$ cat src/assert_macros.svh
// Assertion macros shared by the RTL.
// Bodies compile away when SYNTHESIS is defined.
`ifndef ASSERT_MACROS_SVH
`define ASSERT_MACROS_SVH
`ifndef SYNTHESIS
`define SSA_ASSERT(lbl, clk, rstn, prop) \
  lbl: assert property (@(posedge clk) disable iff (!rstn) prop) \
    else $error("%m: assertion failed");
`define SSA_ASSERT_NR(lbl, clk, prop) \
  lbl: assert property (@(posedge clk) prop) else $error("%m: assertion failed");
`else
`define SSA_ASSERT(lbl, clk, rstn, prop)
`define SSA_ASSERT_NR(lbl, clk, prop)
`endif
`endif

$ cat src/ssa_ram.sv
// Generic single-write, single-read RAM with registered read data.
// No dependencies.
`default_nettype none
module ssa_ram #(
  parameter int WIDTH = 64,
  parameter int DEPTH = 4,
  localparam int AW = (DEPTH > 1) ? $clog2(DEPTH) : 1
) (
  input  logic             clk,
  input  logic             we,
  input  logic [AW-1:0]    waddr,
  input  logic [WIDTH-1:0] wdata,
  input  logic             re,
  input  logic [AW-1:0]    raddr,
  output logic [WIDTH-1:0] rdata
);
  logic [WIDTH-1:0] mem [DEPTH];

  always_ff @(posedge clk) begin
    if (we) begin
      mem[waddr] <= wdata;
    end
    if (re) begin
      rdata <= mem[raddr];
    end
  end
endmodule
`default_nettype wire

$ cat config.mk
export PLATFORM = sky130hd
export DESIGN_NAME = ssa_ram
export DESIGN_NICKNAME = d
export VERILOG_FILES = /design/src/assert_macros.svh /design/src/ssa_ram.sv
export SDC_FILE = /design/constraint.sdc
export NUM_CORES = 1
export LEC_CHECK = 0
export BUFFER_PORTS_ARGS = -buffer_cell sky130_fd_sc_hd__buf_2
export CORE_ASPECT_RATIO = 1.5
export CORE_MARGIN = 5
export CORE_UTILIZATION = 57
export CTS_CLUSTER_SIZE = 20
export DETAILED_ROUTE_END_ITERATION = 8
export PLACE_DENSITY = 0.89
export SLEW_MARGIN = 10
export SYNTH_ARGS = -nofsm -noshare
export SYNTH_HDL_FRONTEND = slang
export SYNTH_SLANG_ARGS = --single-unit
$ cat constraint.sdc
create_clock -name clk -period 7 [get_ports clk]
set_input_delay 1.05 -clock clk [delete_from_list [all_inputs] [get_ports clk]]
set_output_delay 1.05 -clock clk [all_outputs]
set_load 0.05 [all_outputs]
**Word-level counts from Yosys, hierarchy flattened**

Memory sizes are Yosys's and may differ from the RTL's. A register that Yosys moved wholly into a read port is not among the register bits.
Index checks and enable logic that the tools add are counted.

- Memories kept: 1
- Input bits: 71
- Memory bits (writable): 256
- Register bits: 0
- Output and inout port bits: 64

- Muxes and demuxes: 2

Memory list:

| name | words | width | rd ports | clocked after Yosys merged registers in | write ports | line | source |
|---|---|---|---|---|---|---|---|
| mem | 4 | 64 | 1 | 1 | 1 | ssa_ram.sv:17 | `logic [WIDTH-1:0] mem [DEPTH];` |

Operator list:

| kind | number |
|---|---|
| 2-to-1 mux 1 bit | 2 |

**Longest topological paths before layout**

- Depth in word-level cells: 2
- Gate-level depth with buffers: 3
- Gate-level depth less buffers: 1

**Least setup slack after synthesis**

Ideal clock, no wire load.

- Path type: input port to flip-flop
- Start: input port waddr[1]
- End: memory mem[0][0], enable pin
- Stages on the path: 1
- Data required time: 6.421 ns
- Arrival time: 5.752 ns
- Setup time: 0.579 ns
- Path slack: 0.669 ns
- Path buffers: 0
- Path through: nor3b_1

RTL lines:

| element | line | source |
|---|---|---|
| from (decl) | ssa_ram.sv:11 | `input logic [AW-1:0] waddr,` |
| to (decl) | ssa_ram.sv:17 |  |

Straight into the memory's write port.

**Worst setup path in the final report**

- Start: input port raddr[0]
- End: register rdata[63] (read register of mem), data pin

RTL lines:

| element | line | source |
|---|---|---|
| from (decl) | ssa_ram.sv:14 | `input logic [AW-1:0] raddr,` |
| to (decl) | ssa_ram.sv:15 | `output logic [WIDTH-1:0] rdata` |

No word-level cell between the ends.

==> results.ini <==
[clock_tree]
cts-buffers-inserted=28
cts_buffer_depth=3
postCtsSetupBuffers=0
cts_tree=built
root_buffer=clkbuf_16
path_clk_slew_ps=60
clock_latency_ps=540
clock-sinks=320
cts_resized=0
cts_hold_buf=0
cts.htree.levels=1

[worst_setup_path]
cp.buffers_inverters=2
cpPeakStageDelay_ps=690
path_cells=buf_4 > buf_4 > mux4_1
cpMostUsedCell=buf_4
cp_max_fo=37
required_ps=7280
cp-end-kind=register
cp-start-kind=input port
critPathSlowestCell=buf_4
crit_type=input port to register
crit_arrival_ps=2840
crit_family=buffers and inverters

[power]
clock_power_share_pct=34.7
peakVddDrop_mv=0.239
pwr-share-comb_pct=7.3
finalPower_mw=3.89
power_density_nw_per_um2=301
switching_share_pct=21.5
p_seq_share_pct=58.0
switching_power_mw=0.839
p_int_mw=3.05
p_leak_nw=4.35

[die]
die_area_um2=22700
die_h_um=182
die_x_um=125
num_rows=63
fp.coreArea_um2=19600
start_util_pct=57.4
pin_count=135

[run_status]
outcome=finished, final reports clean

[sta]
slew_violations=0
setup_viol=0
slew_headroom_pct=24.1
fin_setup_tns_ps=0
min_period_ps=2560
hold_viol_final=0
finalClockSkew_ps=21.5
tightest_slew_ps=1140
fmax_mhz=390
grt_setup_unrepaired=false
final.period_utilization_pct=36.6

[final_layout]
fillers=1202
seqCellArea_um2=9610
layout-drive-gt1-share_pct=41.3
multi_input_area_um2=1510
fin_nets=625
fin_area_um2=12900
area_delta_synth_final_pct=14.9

[logic_synthesis]
yosysSeqAreaShare_pct=85.3
ys_ff_latch=320
asyncSetResetFlopFracSynth_pct=0
synth_area_leaders=edfxtp_1, mux4_2, buf_12, mux4_1, buf_2
synth_edf_count=320
avgSynthCellArea_um2=28.0
synth_common_cells=edfxtp_1, mux4_2, buf_12, buf_2, mux4_1
ys.flop_type=edfxtp_1
synth_top_area_share_pct=85.3
yosys_warnings=0
synthDistinctLibCells=10
syn_nets=473
synth_most_common_cell=edfxtp_1
netlist_area_um2=11300
syn_inst=402
synth.largest_area_cell=edfxtp_1

[placement]
gp_congestion=0.694
place_area_um2=12100
place_hpwl_um=11100
port_buffers=134

[routing]
wl_per_cell_um=23.1
drt_iter0_markers=392
drc=0
routed_wl_um=19200
vias=4647
vias_per_cell=5.58
first_pass_iters=4
ant_nets=0

[global_route]
grt_pass1_vias=5089
antenna_found_initial=3
grt_usage_pct=17.0
gr-total-overflow=0
grt_pass1_wl_um=29400
grt_max_degree=65

[flow_run]
drv_cap=0

[worst_hold_path]
min_path_type=register to register

-- final cells by class --
| class | count | share of cell area (%) |
|---|---|---|
| timing repair buffer | 136 | 5.36 |
| clock inverter | 13 | 0.590 |
| antenna | 1 | 0.0193 |
| sequential | 320 | 74.3 |
| multi-input combinational | 68 | 11.6 |
| tap | 260 | 2.51 |
| clock buffer | 35 | 5.62 |
-- cells by family (layout without fill, tap and decap cells) --
family                 after synthesis  in the layout  synth area share, %
DFF                                320            320                 85.3
other                                0              1                    0
buffers and inverters               14            184                 1.48
and+or+nand+nor                      4              4                0.278
muxes                               64             64                 12.9
-- worst paths after layout --
path / start / to / slack, ps / cells past startpoint
setup / recovery: raddr[0] / rdata[63] / 4440 / 3
hold / removal: mem[0][13] / rdata[13] / 610 / 1
setup reg to reg: mem[2][52] / rdata[52] / 5830 / 1
hold reg to reg: mem[0][13] / rdata[13] / 610 / 1
-- routing by layer --
layer | up-vias | wire [um] | GRT usage, %
li1 | 2056 | - | -
met1 | 2422 | 7320 | 21.0
met2 | 137 | 10500 | 31.1
met3 | 28 | 1030 | 3.48
met4 | 4 | 311 | 4.12
met5 | - | 21 | 0
-- registers in the layout, summed over array words and instances, names as in the netlist --
register  cells
rdata        64
mem         256
-- layout by cell type (no fill, tap or decap) --
cell type / count
and3_4: 1
edfxtp_1: 320
mux4_1: 4
mux4_2: 60
inv_8: 1
clkinv_2: 6
diode_2: 1
clkbuf_16: 28
clkinv_1: 5
buf_2: 131
buf_4: 5
nor3b_2: 1
and3b_4: 2
clkbuf_1: 7
clkinv_8: 1
-- stage by stage --
| stage | hold slack, ps | cells | worst slack (ps) | utilization (%) |
|---|---|---|---|---|
| finish | 612 | 833 | 4440 | 65.9 |
| global route | 631 | 833 | 4210 | 65.9 |
| CTS | 617 | 832 | 4350 | 65.9 |
| detailed placement | 610 | 784 | 3770 | 61.8 |
| global placement | 596 | 784 | 3840 | 61.8 |
| floorplan | 593 | 402 | 669 | - |
-- power by group through the flow --
stage               Clock (mW)  Combinational (mW)  Sequential (mW)
global route              1.47               0.299             2.26
detailed placement           0               0.288             2.30
finish                    1.35               0.283             2.26
CTS                       1.38               0.288             2.26
global placement             0               0.276             2.29
floorplan                    0              0.0978             2.39
Note: power is estimated with default switching activity, not from simulation.
