File: src/assert_macros.svh
// Assertion macros shared by the RTL.
// Bodies compile away when SYNTHESIS is defined.
`ifndef ASSERT_MACROS_SVH
`define ASSERT_MACROS_SVH
`ifndef SYNTHESIS
`define SSA_ASSERT(lbl, clk, rstn, prop) \
  lbl: assert property (@(posedge clk) disable iff (!rstn) prop) \
    else $error("%m: assertion failed");
`define SSA_ASSERT_NR(lbl, clk, prop) \
  lbl: assert property (@(posedge clk) prop) else $error("%m: assertion failed");
`else
`define SSA_ASSERT(lbl, clk, rstn, prop)
`define SSA_ASSERT_NR(lbl, clk, prop)
`endif
`endif

File: src/ssa_pkg.sv
// Types, constants and float helpers for the sign-sketch attention score.
// No dependencies.
`default_nettype none
package ssa_pkg;
  localparam int LANES  = 8;
  localparam int PART_W = 12;
  localparam int SUM_W  = 15;
  localparam int ACC_W  = 17;

  typedef enum logic [1:0] {
    FN_QBYTES = 2'd0,
    FN_QSCALE = 2'd1,
    FN_KEY    = 2'd2,
    FN_NONE   = 2'd3
  } func_t;

  // sqrt(pi/2) as single: exponent 127, fraction below
  localparam logic [22:0] C_FRAC = 23'h206C99;
  localparam int          C_EXP0 = 127;
  localparam logic [31:0] QNAN_DEFAULT = 32'hFFC0_0000;

  // value = mant * 2^(exp - 150); bits holds the quietened NaN
  typedef struct packed {
    logic        sign;
    logic [8:0]  exp;
    logic [23:0] mant;
    logic        is_nan;
    logic        is_inf;
    logic        is_zero;
    logic [31:0] bits;
  } fop_t;

  function automatic fop_t unpack_f32(input logic [31:0] b);
    fop_t r;
    r.sign    = b[31];
    r.bits    = b | 32'h0040_0000;
    r.is_nan  = (b[30:23] == 8'hFF) && (b[22:0] != 23'd0);
    r.is_inf  = (b[30:23] == 8'hFF) && (b[22:0] == 23'd0);
    r.is_zero = (b[30:23] == 8'h00) && (b[22:0] == 23'd0);
    r.exp     = (b[30:23] == 8'h00) ? 9'd1 : {1'b0, b[30:23]};
    r.mant    = {(b[30:23] != 8'h00), b[22:0]};
    return r;
  endfunction

  function automatic fop_t from_int17(input logic signed [ACC_W-1:0] v);
    fop_t r;
    logic [ACC_W-1:0] mag;
    mag       = v[ACC_W-1] ? (~v + 17'd1) : v;
    r.sign    = v[ACC_W-1];
    r.bits    = 32'd0;
    r.is_nan  = 1'b0;
    r.is_inf  = 1'b0;
    r.is_zero = (v == 17'sd0);
    r.exp     = 9'd150;
    r.mant    = {7'd0, mag};
    return r;
  endfunction
endpackage
`default_nettype wire

File: src/ssa_lane.sv
// One lane: masked sum of eight int8 query bytes, registered.
// Depends on ssa_pkg.
`default_nettype none
module ssa_lane import ssa_pkg::*; (
  input  logic                     clk,
  input  logic                     en,
  input  logic [63:0]              qbytes,
  input  logic [7:0]               signs,
  output logic signed [PART_W-1:0] part_r
);
  logic signed [PART_W-1:0] part_nxt;
  logic signed [7:0]        b;

  always_comb begin
    part_nxt = '0;
    b        = '0;
    for (int i = 0; i < 8; i++) begin
      b = qbytes[8*i +: 8];
      if (signs[i]) begin
        part_nxt = part_nxt + PART_W'(b);
      end
    end
  end

  always_ff @(posedge clk) begin
    if (en) begin
      part_r <= part_nxt;
    end
  end
endmodule
`default_nettype wire

File: config.mk
export PLATFORM = sky130hd
export DESIGN_NAME = ssa_lane
export DESIGN_NICKNAME = d
export VERILOG_FILES = /design/src/assert_macros.svh /design/src/ssa_pkg.sv /design/src/ssa_lane.sv
export SDC_FILE = /design/constraint.sdc
export NUM_CORES = 1
export LEC_CHECK = 0
export BUFFER_PORTS_ARGS = -buffer_cell sky130_fd_sc_hd__buf_2
export CORE_UTILIZATION = 57
export DETAILED_ROUTE_END_ITERATION = 10
export GPL_TIMING_DRIVEN = 0
export PLACE_DENSITY = 0.82
export SLEW_MARGIN = 30
export SYNTH_ARGS = -nofsm -noshare
export SYNTH_HDL_FRONTEND = slang
export SYNTH_SLANG_ARGS = --single-unit
export TNS_END_PERCENT = 1
File: constraint.sdc
create_clock -name clk -period 11.4 [get_ports clk]
set_clock_uncertainty 0.05 [all_clocks]
set_input_delay 1.14 -clock clk [delete_from_list [all_inputs] [get_ports clk]]
set_output_delay 1.14 -clock clk [all_outputs]
set_load 0.005 [all_outputs]
-- Yosys cells after proc, flatten, opt, wreduce, memory -nomap -nowiden
Index checks and enable logic that the tools add are counted.
- register bits after elaboration: 12
- bits in latches: 0
- memory bits (writable): 0
- memory bits (read-only): 0
- bits of input ports: 74
- word-level logic and storage cells: 16
- memories kept: 0
- $add $sub $neg: 7
- multiply operators: 0
- div/mod/pow operators: 0
- $lt $le $gt $ge: 0
- eq/ne operators: 0
- shift-type cells: 0
- mux-type cells: 8
- bitwise logic cells: 0
- reductions and logical operators: 0
- operator list (kind ; count):
    two-way mux 12 bit ; 8
    adder 12 x 8 -> 12 bit ; 7

-- Logic depth before layout (Yosys ltp)
- depth after elaboration: 15
- mapped depth: 49

-- Worst setup path after synthesis
OpenSTA, ideal clock, no wires.
- path kind: input to register
- start point: input port signs[0]
- end point: register part_r[11] (data pin)
- library setup time: 0.268 ns
- arrival time: 9.310 ns
- data required time: 11.082 ns
- setup slack: 1.772 ns
- stages: 45
- buffers on the path: 1
- cells stage by stage: buf_6 > and2_4 > ha_1 > inv_1 > fa_1 > nor2b_1 > o21a_1 > o21ai_0 > nand2_1 > xor2_1 > mux2_2 > ha_1 > a21boi_0 > o21ai_0 > o21a_1 > ha_1 > a21boi_0 > or2_2 > [... 9 more ...] > or3_1 > o21ai_0 > a21oi_1 > xor2_1 > nand2_1 > o21ai_0 > ha_1 > and3_1 > a2111oi_1 > xnor2_1 > nand2_1 > o21ai_1 > ha_1 > a21o_1 > a21oi_1 > mux2i_1 > xnor2_1 > xnor3_1
- longest elaborated chain between the ends: 15
- ends and longest elaborated chain (what ; line ; source):
    from (decl) ; ssa_lane.sv:8 ; input logic [7:0] signs,
    two-way mux 12 bit * ; ssa_lane.sv:19 ; if (signs[i]) begin
    adder 12 x 8 -> 12 bit ; ssa_lane.sv:20 ; part_nxt = part_nxt + PART_W'(b);
    two-way mux 12 bit * ; ssa_lane.sv:19 ;
    adder 12 x 8 -> 12 bit ; ssa_lane.sv:20 ;
    two-way mux 12 bit * ; ssa_lane.sv:19 ;
    adder 12 x 8 -> 12 bit ; ssa_lane.sv:20 ;
    two-way mux 12 bit * ; ssa_lane.sv:19 ;
    adder 12 x 8 -> 12 bit ; ssa_lane.sv:20 ;
    two-way mux 12 bit * ; ssa_lane.sv:19 ;
    adder 12 x 8 -> 12 bit ; ssa_lane.sv:20 ;
    two-way mux 12 bit * ; ssa_lane.sv:19 ;
    adder 12 x 8 -> 12 bit ; ssa_lane.sv:20 ;
    two-way mux 12 bit * ; ssa_lane.sv:19 ;
    adder 12 x 8 -> 12 bit ; ssa_lane.sv:20 ;
    two-way mux 12 bit * ; ssa_lane.sv:19 ;
    via part_nxt[11] ; ssa_lane.sv:11 ; logic signed [PART_W-1:0] part_nxt;
    to (signal assigned) ; ssa_lane.sv:27 ; part_r <= part_nxt;
    to (decl) ; ssa_lane.sv:9 ; output logic signed [PART_W-1:0] part_r
The timed path passes the listed nets; every way through them passes the cells marked *.
A chain may end at the register's enable or synchronous reset.

-- Final worst setup path
Same ends and word-level chain as after synthesis.

==> impl_summary.txt <==
----------------------------------------------------
[Place]
  Routability Congestion ... 0.8864
  Number of I/O port buffers ... 84
  DPL Wire Length ... 9.052 mm

[Layout]
  Top Registers ... part_r x12
  Filler cells ... 659
  Nets@finish ... 847
  Register cell area after layout ... 360.3 um^2
  Final Util ... 66.58%
  Synthesis-to-layout area growth ... 13.03%
  Area of combinational cells with multiple inputs ... 3966 um^2
  Flip-flop count of the largest register after layout ... 12
  # diodes ... 0
  Most flops, register ... part_r
  Layout cell share with drive strength beyond 1 ... 17.63%

[Yosys]
  Synthesized area divided by synthesized cell count ... 7.536 um^2
  Net count of the mapped netlist ... 758
  Sequential-to-total area share from yosys stat ... 7.916%
  Netlist Area Pre-Place ... 4552 um^2
  Cell types occupying the most area after synthesis ... sky130_fd_sc_hd__ha_1 (20%), sky130_fd_sc_hd__edfxtp_1 (7.9%), sky130_fd_sc_hd__xnor2_1 (6.7%), sky130_fd_sc_hd__o21ai_0 (6.5%), sky130_fd_sc_hd__a21oi_1 (5.3%)
  Leading register cell type out of synthesis ... sky130_fd_sc_hd__edfxtp_1
  Number of enable-type register cells in the synthesized netlist ... 12
  Number of flip-flops and latches in the synthesized netlist ... 12
  Cell variety after synth ... 63
  Dominant cell type by area after synthesis ... sky130_fd_sc_hd__ha_1
  Warnings, synthesis ... 0
  Post-synth top area share ... 20.07%
  Ys async rst share ... 0%
  Gate count of the mapped netlist ... 604

[Power and ir drop]
  Leakage Power ... 2.486 nW
  Combinational cell fraction of total power ... 87.7%
  Sequential Power Share ... 8.4%
  Sw Share ... 47.76%
  Psw ... 0.0004978 W
  Cell internal pwr ... 0.0005444 W
  Power density over cell area ... 202.6 nW/um^2
  Post-route total power ... 0.001042 W
  Share of total power in the clock network ... 3.9%
  Maximum vdd drop ... 74.02 uV

[Clock tree]
  Clock buffers created by TritonCTS ... 3
  H-tree levels ... 1
  Number of gates given a new drive strength after cts ... 0
  Clock transition at the register clock pins on the worst setup and hold paths after CTS ... 0.06 ns
  CTS tree ... yes
  Post CTS Setup Buffer Count ... 0
  Number of hold buffers added after CTS ... 0
  Sinks on the clock net ... 12
  Clock root cell ... sky130_fd_sc_hd__clkbuf_8
  Max Buffers Root-to-Sink ... 2

[Drt]
  WL per Instance ... 13.11 um
  Total DRC errors in the routed layout ... 0
  WL final ... 10.41 mm
  Detailed Route Iter0 Violations ... 98
  Via Count ... 4,520
  Vias per inst ... 5.693
  Remaining antenna violation count ... 0
  Count of TritonRoute iterations in the first routing pass ... 4

[Worst setup path]
  Start-to-end type of the worst setup path ... input port to register
  Largest incremental delay on the critical path ... 0.72 ns
  Largest fanout on the critical path ... 10
  Worst-path cell with the longest stage delay ... sky130_fd_sc_hd__a2111oi_0
  CP endpoint kind ... register
  Required time of the worst setup path ... 11.34 ns
  Cell repeated most along the worst path ... sky130_fd_sc_hd__ha_1
  Crit start category ... input port
  Crit path DAT ... 10.54 ns

[Floorplanning]
  Chip Width ... 91.36 um
  Ports placed on the boundary ... 86
  Starting utilization of the core area ... 58.91%
  Die ar. ... 8347 um^2
  Core outline area ... 7727 um^2
  Row cnt ... 32
  Die outline height ... 91.36 um

[Hold path]
  Hold/Removal Path Class ... input port to register

[Global routing]
  Gr usage total ... 25.54%
  Largest net degree at the start of global routing ... 13
  Vias in the first global route ... 4,394
  Total overflow reported by the global router ... 0
  Initial antenna violation count ... 0
  First-pass GRT wire length ... 17.84 mm

[Timing]
  WHS ... 1.246 ns
  Period Utilization, post-route ... 92.99%
  Final hold vios ... 0
  Transition time at the pin with the least slew margin ... 0.8075 ns
  Maximum clock rate ... 94.33 MHz
  RSZ-0062 raised after global routing ... false
  Worst max-slew margin expressed relative to the limit ... 44.77%
  Shortest period the worst path allows ... 10.60 ns
  Final max-slew violation count ... 0
  Setup total negative slack ... 0 ns
  Final setup violating endpoints ... 0

[Outcome]
  Status ... finished clean

[Run]
  Number of maximum-capacitance constraint violations ... 0

----------------------------------------------------
==> layout by cell type (no fill, tap or decap), types with 3 or more instances in the layout <==
| cell type | n |
|---|---|
| sky130_fd_sc_hd__inv_1 | 44 |
| sky130_fd_sc_hd__or2_2 | 6 |
| sky130_fd_sc_hd__o211ai_1 | 3 |
| sky130_fd_sc_hd__clkbuf_1 | 11 |
| sky130_fd_sc_hd__mux2i_1 | 10 |
| sky130_fd_sc_hd__or3_1 | 7 |
| sky130_fd_sc_hd__xor2_1 | 19 |
| sky130_fd_sc_hd__o21a_1 | 18 |
| sky130_fd_sc_hd__and2_1 | 3 |
| sky130_fd_sc_hd__nand2_1 | 55 |
| sky130_fd_sc_hd__nor2_1 | 45 |
| sky130_fd_sc_hd__nor3_1 | 11 |
| sky130_fd_sc_hd__fa_1 | 7 |
| sky130_fd_sc_hd__mux2_2 | 14 |
| sky130_fd_sc_hd__o31ai_1 | 3 |
| sky130_fd_sc_hd__nand2b_1 | 13 |
| sky130_fd_sc_hd__o21ai_0 | 59 |
| sky130_fd_sc_hd__nand3_1 | 9 |
| sky130_fd_sc_hd__o21bai_1 | 3 |
| sky130_fd_sc_hd__edfxtp_1 | 12 |
| sky130_fd_sc_hd__xnor2_1 | 35 |
| sky130_fd_sc_hd__buf_2 | 84 |
| sky130_fd_sc_hd__a31oi_1 | 7 |
| sky130_fd_sc_hd__a211oi_1 | 10 |
| sky130_fd_sc_hd__clkbuf_8 | 3 |
| sky130_fd_sc_hd__mux2_4 | 6 |
| sky130_fd_sc_hd__a21o_1 | 12 |
| sky130_fd_sc_hd__a21boi_0 | 7 |
| sky130_fd_sc_hd__nor2b_1 | 12 |
| sky130_fd_sc_hd__o21ai_1 | 3 |
| sky130_fd_sc_hd__ha_1 | 73 |
| sky130_fd_sc_hd__a21oi_1 | 48 |
==> metrics by stage <==
stage / std cells / setup WS [ns] / instance area, um^2
after floorplan: 604 / 1.772 / 4552
after global placement: 790 / 0.8046 / 5100
after detailed placement: 790 / 0.6579 / 5100
after CTS: 794 / 0.8936 / 5145
after global routing: 794 / 0.06021 / 5145
final: 794 / 0.7994 / 5145
==> final timing paths <==
path | from | endpoint | slack (ns) | cells past startpoint
setup / recovery | signs[0] | part_r[11] | 0.80 | 46
hold / removal | en | part_r[5] | 1.25 | 1
==> kinds of logic (layout without fill, tap and decap cells) <==
family | Yosys count | count (layout) | synth area share [%]
AO/OA/AOI/OAI | 198 | 198 | 27.68
buffers and inverters | 58 | 146 | 4.948
multiplexers | 30 | 30 | 7.642
flip-flops | 12 | 12 | 7.917
XOR/XNOR | 55 | 55 | 10.88
AND/OR/NAND/NOR | 170 | 170 | 17.54
adder cells (fa/ha/maj) | 81 | 81 | 23.39
==> layout make-up <==
class                   count  share of cell area [%]
multi-input cells         534                   77.09
well taps                 102                   2.481
inverters                  46                   3.356
clock buffers               3                  0.8025
plain buffers              12                   1.021
flip-flops and latches     12                   7.004
repair buffers             84                   8.171
clock inverters             1                 0.07296
==> critical path, delay by kind of cell <==
family,cells,cell delay (ns)
AO/OA/AOI/OAI,15,3.49
adder cells (fa/ha/maj),8,2.38
AND/OR/NAND/NOR,12,1.58
XOR/XNOR,6,1.13
multiplexers,2,0.54
buffers and inverters,3,0.27
==> routing by layer <==
metal / global-route usage (%) / up-vias / share of wire [%] / wire, um
met5: 0 / - / 0 / 0
met3: 2.513 / 23 / 3.8 / 393
li1: - / 2372 / - / -
met1: 26.59 / 2020 / 43 / 4440
met4: 7.143 / 0 / 2.2 / 230
met2: 52.90 / 105 / 51 / 5344
==> Yosys cell counts (all sizes together) (3+ instances only) <==
cell type and count:
nor2 45, o311ai 3, o21a 18, nand2 55
nand2b 13, inv 45, a21o 12, mux2 20
o21bai 3, xnor2 35, or3 7, a31oi 7
a2111oi 3, or2 6, o21ai 62, nand3 9
xor2 19, a21oi 49, and2 4, o31ai 3
mux2i 10, a21boi 7, clkbuf 11, fa 7
o211ai 3, nor3 11, nor2b 12, ha 73
a211oi 10, edfxtp 12
==> power groups by stage <==
stage	logic [W]	clock network [W]	registers [W]
final	0.000914	0.0000407	0.0000876
after detailed placement	0.000899	0	0.0000885
after global routing	0.00103	0.0000419	0.0000897
after floorplan	0.000729	0	0.0000926
after global placement	0.000867	0	0.0000881
after CTS	0.000910	0.0000412	0.0000879
No activity file was read; power rests on OpenSTA's default activity.
