### src/assert_macros.svh
// Assertion macros shared by the RTL.
// Bodies compile away when SYNTHESIS is defined.
`ifndef ASSERT_MACROS_SVH
`define ASSERT_MACROS_SVH
`ifndef SYNTHESIS
`define SSA_ASSERT(lbl, clk, rstn, prop) \
  lbl: assert property (@(posedge clk) disable iff (!rstn) prop) \
    else $error("%m: assertion failed");
`define SSA_ASSERT_NR(lbl, clk, prop) \
  lbl: assert property (@(posedge clk) prop) else $error("%m: assertion failed");
`else
`define SSA_ASSERT(lbl, clk, rstn, prop)
`define SSA_ASSERT_NR(lbl, clk, prop)
`endif
`endif

### src/ssa_pkg.sv
// Types, constants and float helpers for the sign-sketch attention score.
// No dependencies.
`default_nettype none
package ssa_pkg;
  localparam int LANES  = 8;
  localparam int PART_W = 12;
  localparam int SUM_W  = 15;
  localparam int ACC_W  = 17;

  typedef enum logic [1:0] {
    FN_QBYTES = 2'd0,
    FN_QSCALE = 2'd1,
    FN_KEY    = 2'd2,
    FN_NONE   = 2'd3
  } func_t;

  // sqrt(pi/2) as single: exponent 127, fraction below
  localparam logic [22:0] C_FRAC = 23'h206C99;
  localparam int          C_EXP0 = 127;
  localparam logic [31:0] QNAN_DEFAULT = 32'hFFC0_0000;

  // value = mant * 2^(exp - 150); bits holds the quietened NaN
  typedef struct packed {
    logic        sign;
    logic [8:0]  exp;
    logic [23:0] mant;
    logic        is_nan;
    logic        is_inf;
    logic        is_zero;
    logic [31:0] bits;
  } fop_t;

  function automatic fop_t unpack_f32(input logic [31:0] b);
    fop_t r;
    r.sign    = b[31];
    r.bits    = b | 32'h0040_0000;
    r.is_nan  = (b[30:23] == 8'hFF) && (b[22:0] != 23'd0);
    r.is_inf  = (b[30:23] == 8'hFF) && (b[22:0] == 23'd0);
    r.is_zero = (b[30:23] == 8'h00) && (b[22:0] == 23'd0);
    r.exp     = (b[30:23] == 8'h00) ? 9'd1 : {1'b0, b[30:23]};
    r.mant    = {(b[30:23] != 8'h00), b[22:0]};
    return r;
  endfunction

  function automatic fop_t from_int17(input logic signed [ACC_W-1:0] v);
    fop_t r;
    logic [ACC_W-1:0] mag;
    mag       = v[ACC_W-1] ? (~v + 17'd1) : v;
    r.sign    = v[ACC_W-1];
    r.bits    = 32'd0;
    r.is_nan  = 1'b0;
    r.is_inf  = 1'b0;
    r.is_zero = (v == 17'sd0);
    r.exp     = 9'd150;
    r.mant    = {7'd0, mag};
    return r;
  endfunction
endpackage
`default_nettype wire

### src/ssa_fmul.sv
// Four-stage IEEE single multiplier, round to nearest even, subnormals kept.
// Depends on ssa_pkg.
`default_nettype none
module ssa_fmul import ssa_pkg::*; (
  input  logic        clk,
  input  logic        rst_n,
  input  logic        in_valid,
  input  fop_t        a,
  input  fop_t        b,
  output logic        out_valid,
  output logic [31:0] out_bits
);
  // stage 1
  logic               sgn;
  logic               spec;
  logic [31:0]        sbits;
  logic signed [10:0] er;
  logic [47:0]        p;
  logic               v1_r, sign1_r, spec1_r;
  logic [31:0]        sbits1_r;
  logic signed [10:0] er1_r;
  logic [47:0]        p1_r;

  assign sgn = a.sign ^ b.sign;
  assign er  = $signed({2'b00, a.exp}) + $signed({2'b00, b.exp}) - 11'sd126;
  assign p   = a.mant * b.mant;

  always_comb begin
    spec  = 1'b1;
    sbits = '0;
    priority if (a.is_nan) begin
      sbits = a.bits;
    end else if (b.is_nan) begin
      sbits = b.bits;
    end else if ((a.is_inf && b.is_zero) || (a.is_zero && b.is_inf)) begin
      sbits = QNAN_DEFAULT;
    end else if (a.is_inf || b.is_inf) begin
      sbits = {sgn, 8'hFF, 23'd0};
    end else if (a.is_zero || b.is_zero) begin
      sbits = {sgn, 31'd0};
    end else begin
      spec = 1'b0;
    end
  end

  // stage 2: leading zero count, bytewise then across bytes
  logic [3:0]         blz [6];
  logic [7:0]         byt [6];
  logic [5:0]         lz;
  logic               v2_r, sign2_r, spec2_r;
  logic [31:0]        sbits2_r;
  logic signed [10:0] er2_r;
  logic [47:0]        p2_r;
  logic [5:0]         lz2_r;

  always_comb begin
    lz = 6'd48;
    for (int g = 0; g < 6; g++) begin
      byt[g] = p1_r[47-8*g -: 8];
      blz[g] = 4'd8;
      for (int k = 0; k < 8; k++) begin
        if (byt[g][k]) begin
          blz[g] = 4'(7 - k);
        end
      end
    end
    for (int g = 5; g >= 0; g--) begin
      if (byt[g] != 8'd0) begin
        lz = 6'(8 * g) + 6'(blz[g]);
      end
    end
  end

  // stage 3: normalise or denormalise
  logic signed [10:0] lim;
  logic signed [10:0] rs;
  logic [5:0]         sh;
  logic [47:0]        q;
  logic               st;
  logic signed [10:0] er3;
  logic               v3_r, sign3_r, spec3_r, st3_r;
  logic [31:0]        sbits3_r;
  logic signed [10:0] er3_r;
  logic [47:0]        q3_r;

  always_comb begin
    lim = er2_r - 11'sd1;
    rs  = 11'sd1 - er2_r;
    sh  = '0;
    q   = '0;
    st  = 1'b0;
    er3 = 11'sd1;
    if (er2_r >= 11'sd1) begin
      sh  = ($signed({5'd0, lz2_r}) > lim) ? lim[5:0] : lz2_r;
      q   = p2_r << sh;
      er3 = er2_r - $signed({5'd0, sh});
    end else if (rs > 11'sd48) begin
      st = |p2_r;
    end else begin
      q  = p2_r >> rs[5:0];
      st = |(p2_r << (6'd48 - rs[5:0]));
    end
  end

  // stage 4: round and pack
  logic [23:0]        m;
  logic               rnd;
  logic [24:0]        r;
  logic signed [10:0] ef;
  logic [31:0]        res;

  always_comb begin
    m   = q3_r[47:24];
    rnd = q3_r[23] & (st3_r | (|q3_r[22:0]) | m[0]);
    r   = {1'b0, m} + 25'(rnd);
    if (r[24]) begin
      ef = er3_r + 11'sd1;
    end else if (r[23]) begin
      ef = er3_r;
    end else begin
      ef = 11'sd0;
    end
    if (spec3_r) begin
      res = sbits3_r;
    end else if (ef >= 11'sd255) begin
      res = {sign3_r, 8'hFF, 23'd0};
    end else begin
      res = {sign3_r, ef[7:0], (r[24] ? 23'd0 : r[22:0])};
    end
  end

  always_ff @(posedge clk) begin
    if (!rst_n) begin
      v1_r      <= 1'b0;
      v2_r      <= 1'b0;
      v3_r      <= 1'b0;
      out_valid <= 1'b0;
    end else begin
      v1_r      <= in_valid;
      v2_r      <= v1_r;
      v3_r      <= v2_r;
      out_valid <= v3_r;
    end
    sign1_r  <= sgn;
    spec1_r  <= spec;
    sbits1_r <= sbits;
    er1_r    <= er;
    p1_r     <= p;
    sign2_r  <= sign1_r;
    spec2_r  <= spec1_r;
    sbits2_r <= sbits1_r;
    er2_r    <= er1_r;
    p2_r     <= p1_r;
    lz2_r    <= lz;
    sign3_r  <= sign2_r;
    spec3_r  <= spec2_r;
    sbits3_r <= sbits2_r;
    er3_r    <= er3;
    q3_r     <= q;
    st3_r    <= st;
    out_bits <= res;
  end
endmodule
`default_nettype wire

### config.mk
export PLATFORM = sky130hd
export DESIGN_NAME = ssa_fmul
export DESIGN_NICKNAME = d
export VERILOG_FILES = /design/src/assert_macros.svh /design/src/ssa_pkg.sv /design/src/ssa_fmul.sv
export SDC_FILE = /design/constraint.sdc
export NUM_CORES = 2
export LEC_CHECK = 0
export BUFFER_PORTS_ARGS = -buffer_cell sky130_fd_sc_hd__buf_4
export CORE_MARGIN = 2
export CORE_UTILIZATION = 50
export DETAILED_ROUTE_END_ITERATION = 12
export MAX_ROUTING_LAYER = met4
export PLACE_DENSITY_LB_ADDON = 0.25
export SKIP_CTS_REPAIR_TIMING = 1
export SKIP_LAST_GASP = 1
export SLEW_MARGIN = 5
export SYNTH_ARGS = -nofsm -noshare
export SYNTH_HDL_FRONTEND = slang
export SYNTH_SLANG_ARGS = --single-unit
export TNS_END_PERCENT = 5
### constraint.sdc
create_clock -name clk -period 6.8 [get_ports clk]
set_input_delay 0.34 -clock clk [delete_from_list [all_inputs] [get_ports clk]]
set_output_delay 0.34 -clock clk [all_outputs]
set_load 0.02 [all_outputs]
Word level (Yosys, flattened, before mapping)
Cells that the tools add are included.
{"block": "op_classes", "add_sub_neg": 13, "multipliers": 1, "magnitude_cmp": 4, "shift": 3, "n_mux": 69, "n_bitwise": 4, "reduce_logical": 15}
{"op": "2-to-1 mux 4 bit", "n": 49}
{"op": "2-to-1 mux 32 bit", "n": 6}
{"op": "2-to-1 mux 48 bit", "n": 2}
{"op": "OR reduction 48 bit", "n": 2}
{"op": "left shift 48 x 6 -> 48 bit", "n": 2}
{"op": "multiplier 24 x 24 -> 48 bit", "n": 1}
{"op": "nonzero test 8 bit", "n": 6}
{"op": "right shift 48 x 6 -> 48 bit", "n": 1}
{"op": "2-to-1 mux 6 bit", "n": 6}
{"op": "2-to-1 mux 31 bit", "n": 1}
{"op": "adder 24 x 1 -> 25 bit", "n": 1}
{"op": "2-to-1 mux 23 bit", "n": 1}
{"op": "OR reduction 23 bit", "n": 1}
{"op": "2-to-1 mux 11 bit", "n": 2}
{"op": "adder 5 x 4 -> 6 bit, first input constant", "n": 2}
{"op": "adder 6 x 4 -> 6 bit, first input constant", "n": 2}
{"op": "adder 11 x 2 -> 11 bit, second input constant", "n": 1}
{"op": ">= comparator 11 x 2 -> 1 bit, second input constant", "n": 1}
{"op": ">= comparator 11 x 9 -> 1 bit, second input constant", "n": 1}
{"op": "greater-than comparator 11 x 7 -> 1 bit, second input constant", "n": 1}
{"op": "greater-than comparator 7 x 11 -> 1 bit", "n": 1}
{"op": "subtractor 10 x 7 -> 11 bit, second input constant", "n": 1}
{"op": "subtractor 11 x 2 -> 11 bit, second input constant", "n": 1}
{"op": "subtractor 11 x 7 -> 11 bit", "n": 1}
{"op": "other kinds (11)", "n": 16}
{"block": "word_totals", "reg_bits": 322, "input_bits": 141, "out_inout_bits": 33, "word_cells": 132}

Longest topological paths before layout
{"block": "depth", "ltp_word": 15, "mapped_depth": 29, "ltp_nobuf": 26}

Worst setup path after synthesis
Ideal clock, no wire load.
{"block": "synth_path", "path_type": "input to register", "startpoint": "input port b[38] (netlist name)", "endpoint": "register p1_r[45], in the netlist byt[45]", "setup_time_ns": 0.072, "t_arrival_ns": 6.849, "required_time_ns": 6.728, "path_slack_ns": -0.121, "stages": 25, "path_buffers": 1, "path_cell_list": "clkbuf_1 > nand2_1 > fa_1 > inv_1 > fa_1 > inv_1 > fa_1 > fa_1 > inv_1 > fa_1 > fa_1 > inv_1 > fa_1 > inv_1 > ha_1 > a2111oi_0 > o21ai_0 > a221oi_1 > a31oi_1 > a21oi_1 > o21ai_0 > a211oi_1 > nor3_1 > o22ai_1 > xnor2_1"}
{"block": "synth_via", "elab_chain_cells": 1}
{"item": "start: declaration", "line_no": "ssa_fmul.sv:9", "source": "input fop_t b,"}
{"item": "multiplier 24 x 24 -> 48 bit", "line_no": "ssa_fmul.sv:26", "source": "assign p = a.mant * b.mant;"}
{"item": "via p[45]", "line_no": "ssa_fmul.sv:18", "source": "logic [47:0] p;"}
{"item": "end signal: assignment", "line_no": "ssa_fmul.sv:148", "source": "p1_r <= p;"}
{"item": "end: declaration", "line_no": "ssa_fmul.sv:22", "source": "logic [47:0] p1_r;"}
The timed path passes the listed nets, and every way through them passes these cells.
A chain may end at the register's enable or synchronous reset.

Worst setup path after layout
{"block": "layout_path", "startpoint": "register er2_r[1]", "endpoint": "register q3_r[39]"}
{"block": "layout_via", "elab_chain_cells": 5, "word_cells_on_any_way": 10, "classes_between": "2 x add/sub; 3 x order compare; 2 x shift; 3 x mux"}
{"item": "start: declaration", "line_no": "ssa_fmul.sv:52", "source": "logic signed [10:0] er2_r;"}
{"item": "start signal: assignment", "line_no": "ssa_fmul.sv:152", "source": "er2_r <= er1_r;"}
{"item": "subtractor 11 x 2 -> 11 bit", "line_no": "ssa_fmul.sv:87", "source": "lim = er2_r - 11'sd1;"}
{"item": "greater-than comparator 7 x 11 -> 1 bit", "line_no": "ssa_fmul.sv:94", "source": "sh = ($signed({5'd0, lz2_r}) > lim) ? lim[5:0] : lz2_r;"}
{"item": "2-to-1 mux 6 bit", "line_no": "ssa_fmul.sv:94"}
{"item": "left shift 48 x 6 -> 48 bit", "line_no": "ssa_fmul.sv:95", "source": "q = p2_r << sh;"}
{"item": "2-to-1 mux 48 bit (*)", "line_no": "ssa_fmul.sv:93", "source": "if (er2_r >= 11'sd1) begin"}
{"item": "via q[39]", "line_no": "ssa_fmul.sv:78", "source": "logic [47:0] q;"}
{"item": "end signal: assignment", "line_no": "ssa_fmul.sv:159", "source": "q3_r <= q;"}
{"item": "end: declaration", "line_no": "ssa_fmul.sv:84", "source": "logic [47:0] q3_r;"}
Mark *: on every way through the listed nets, which the timed path passes. The rest lies on a longest branch.

==> summary.txt <==
Run status
  • Status: finished, violations left
  • Failing checks: hold timing

Clocking
  • Num CTS Buffers: 29
  • CTS root buf: clkbuf_16
  • H-tree levels: 1
  • Clock Path Buffers: 3
  • Skew-Pair Late Insertion Delay: 610 ps
  • CTS tree: yes
  • Clock sinks: 322
  • Register clock-pin slew on the reported worst setup and hold paths: 60 ps

Setup path
  • Startpoint types: register
  • CP endpoint: q3_r[39]
  • FF-to-FF setup slack: 280 ps
  • R2r startpoint: er2_r[1]
  • Crit. End Element: register
  • Reg2reg path depth: 18
  • Cell Chain, Critical Path: inv_1 -> ha_1 -> nand2b_1 -> nor3_1 -> xor2_1 -> inv_1 -> ha_1 -> and4_1 -> a311oi_1 -> o311a_1 -> buf_4 -> mux2i_1 -> a221oi_1 -> mux2i_1 -> a221oi_1 -> o22ai_1 -> a2111oi_0 -> o21ai_1
  • Levels on crit path: 18
  • Delay-heaviest family, CP: compound AO/OA/AOI/OAI gates
  • Worst path bufs/invs: 3
  • Reg-to-Reg End: q3_r[39]
  • Critical path peak fanout: 15
  • Slowest stage delay, CP: 680 ps
  • Crit path max-delay cell type: a221oi_1
  • Crit path kind: reg -> reg
  • Data arrival time of the worst path: 6950 ps
  • Data required, critical path: 7240 ps
  • Critical path origin: er2_r[1]

Synthesis
  • Dominant synthesized flop cell: dfxtp_1
  • Ys async rst share: 0%
  • Post-synth EDFFs: 0
  • Seq/Total Area, Yosys: 17.31%
  • Synth Area in XOR/XNOR: 2.211%
  • Post-Syn Nets: 5132
  • Count of different cell masters after synthesis: 95
  • Avg Inst Size Synth: 8.665 um2
  • Register bit count reported by yosys: 322
  • Post-synthesis mux area share: 8.299%
  • Simple-Gate Fraction of Synth Area: 17.27%
  • Synth Cell Area: 37240 um2
  • Post-Synth Adder-Cell Area: 33.04%
  • Synth Instances: 4298
  • Compound-cell area share of the yosys netlist: 12.49%
  • Synth warn: 0
  • Largest family of logic cells by synthesized area: adder cells

Floorplan
  • Row count: 100
  • Vert. Die Dim: 276.9 um
  • I/O Pins: 174
  • Initial Utilization: 50.28%
  • Die W: 276.9 um
  • Die area: 76680 um2
  • Total core area: 74070 um2

Finish
  • Most frequent cells in the layout: inv_1, nand2_1, fa_1, buf_4, dfxtp_1
  • Area of the multi-input gates: 27390 um2
  • Sequential Area: 6451 um2
  • Ant diodes: 0
  • Nets@finish: 5288
  • Most common cell after layout, fill and taps aside: inv_1
  • Fillers: 6846
  • Ratio of cells with drive above 1 in the final layout: 12.96%
  • Post-route cell area: 41610 um2
  • Synth-to-layout area growth: 11.75%

Timing
  • Clock Skews: 44.89 ps
  • Clock period minus worst slack: 6516 ps
  • Tcrit/Tclk final: 95.83%
  • Worst slew pin tran: 1005 ps
  • Final slew viol count: 0
  • Max-slew headroom: 33.01%
  • Min Hold Slack: -20.12 ps
  • Final setup margin: 283.6 ps
  • Fin. Hold Viols: 4
  • Finish-stage setup viols: 0
  • RSZ-0062 raised after global routing: yes
  • Maximum clock rate: 153.5 MHz

Place
  • DP Area: 40160 um2
  • GP Congestion: 1.001
  • I/O Buffers: 173
  • Place WS: -473.6 ps
  • Post-DP HPWL: 88050 um

Detailed routing
  • Via density: 5.680
  • Detailed-route via count: 30940
  • DRT iter0 DRCs: 2439
  • Drt drc: 0
  • DRT Wirelength: 108600 um
  • Final ANT Viol Nets: 0
  • Post-DR wirelength/cell: 19.95 um
  • Detailed Routing Iterations Pass 1: 7

Worst hold path
  • Hold Crit Class: in -> reg

Global route
  • Global Route Usage Sum: 28.81%
  • First-pass GRT wire length: 172000 um
  • Pin count of the biggest net entering global routing: 62
  • Initial antenna violation count: 0
  • Gr ovfl total: 0
  • Vias in the first global route: 30890

Flow run
  • Maxcap violations: 0
-- Yosys cell counts, types with 13 or more instances --
master | n | area, um2
fa_1 | 484 | 9689
dfxtp_1 | 322 | 6446
and2_1 | 314 | 1964
o22ai_1 | 29 | 181.4
nand4_1 | 15 | 93.84
buf_1 | 23 | 86.33
mux2_2 | 86 | 968.4
inv_1 | 616 | 2312
and3_1 | 21 | 131.4
nand3_1 | 98 | 490.5
a221oi_1 | 46 | 402.9
nor3_1 | 58 | 290.3
a22o_1 | 26 | 227.7
mux4_2 | 30 | 675.7
nor2_1 | 188 | 705.7
a22oi_1 | 18 | 135.1
ha_1 | 209 | 2615
o31ai_1 | 14 | 105.1
o211ai_1 | 65 | 488.0
o21a_1 | 17 | 127.6
nor4_1 | 25 | 156.4
a21oi_1 | 126 | 630.6
a31oi_1 | 16 | 100.1
nand2_1 | 555 | 2083
clkbuf_1 | 226 | 848.3
a211oi_1 | 27 | 202.7
xnor2_1 | 65 | 569.3
nor2b_1 | 17 | 106.4
o21bai_1 | 13 | 97.59
mux2i_1 | 143 | 1431
xor2_1 | 29 | 254.0
o21ai_0 | 149 | 745.7
a21o_1 | 32 | 240.2
buf_2 | 22 | 110.1
-- layout make-up --
type	instances	share of cell area, %
flip-flops and latches	322	15.50
multi-input cells	3072	65.81
inverters	620	5.610
well taps	969	2.913
clock inverters	18	0.5532
repair buffers	409	7.727
clock buffers	36	1.879
-- worst reg2reg max path: stages (launching register included) --
cell and delay (ps):
dfxtp_2 320, inv_1 340, ha_1 530, nand2b_1 230
nor3_1 220, xor2_1 210, inv_1 60, ha_1 310
and4_1 220, a311oi_1 480, o311a_1 530, buf_4 390
mux2i_1 140, a221oi_1 610, mux2i_1 220, a221oi_1 680
o22ai_1 240, a2111oi_0 490, o21ai_1 140
-- layer usage --
layer | vias up | part of all wire, % | global-route usage (%)
li1 | 14350 | - | -
met1 | 15210 | 42 | 37.17
met2 | 1116 | 48 | 47.15
met3 | 258 | 6.2 | 2.733
met4 | 0 | 4.4 | 10.91
met5 | - | 0 | -
-- kinds of logic (layout without fill, tap and decap cells) --
group	count (synthesis)	count (layout)
AND/OR/NAND/NOR	1344	1344
adder cells (fa/ha/maj)	693	693
XOR/XNOR	94	94
AO/OA/AOI/OAI	681	681
flip-flops	322	322
multiplexers	260	260
buffers and inverters	904	1083
-- how the worst min path moves through the flow --
stage	start	endpoint	slack, ps	cells after the start
final	a[29]	sbits1_r[29]	-20	3
after global routing	b[2]	sbits1_r[2]	-20	2
after CTS	a[23]	sbits1_r[23]	-60	3
after detailed placement	er1_r[3]	er2_r[3]	310	0
after global placement	sbits1_r[26]	sbits2_r[26]	310	0
after floorplan	er1_r[0]	er2_r[0]	310	0
-- stage by stage --
stage	util (%)	instances	hold slack (ps)	setup TNS [ps]
2_1_floorplan	-	4298	309.6	0
3_3_place_gp	54.22	5349	310.2	-2901
3_5_place_dp	54.22	5349	312.1	-3546
4_1_cts	55.58	5403	-55.12	0
5_1_grt	56.18	5446	-19.69	-13.98
6_report	56.18	5446	-20.12	0
-- state kept, by name (all words and copies together), names as in the netlist --
name / flops
sign3_r: 1
er2_r: 11
sign2_r: 1
q3_r: 48
spec1_r: 1
v2_r: 1
p2_r: 48
spec3_r: 1
sbits3_r: 32
sbits2_r: 32
byt: 48
v3_r: 1
lz2_r: 6
st3_r: 1
er3_r: 11
er1_r: 11
out_valid: 1
spec2_r: 1
out_bits: 32
sign1_r: 1
sbits1_r: 32
v1_r: 1
Power is not shown: default switching activity piles up to over one toggle a cycle in this logic, so the estimate is an artifact.
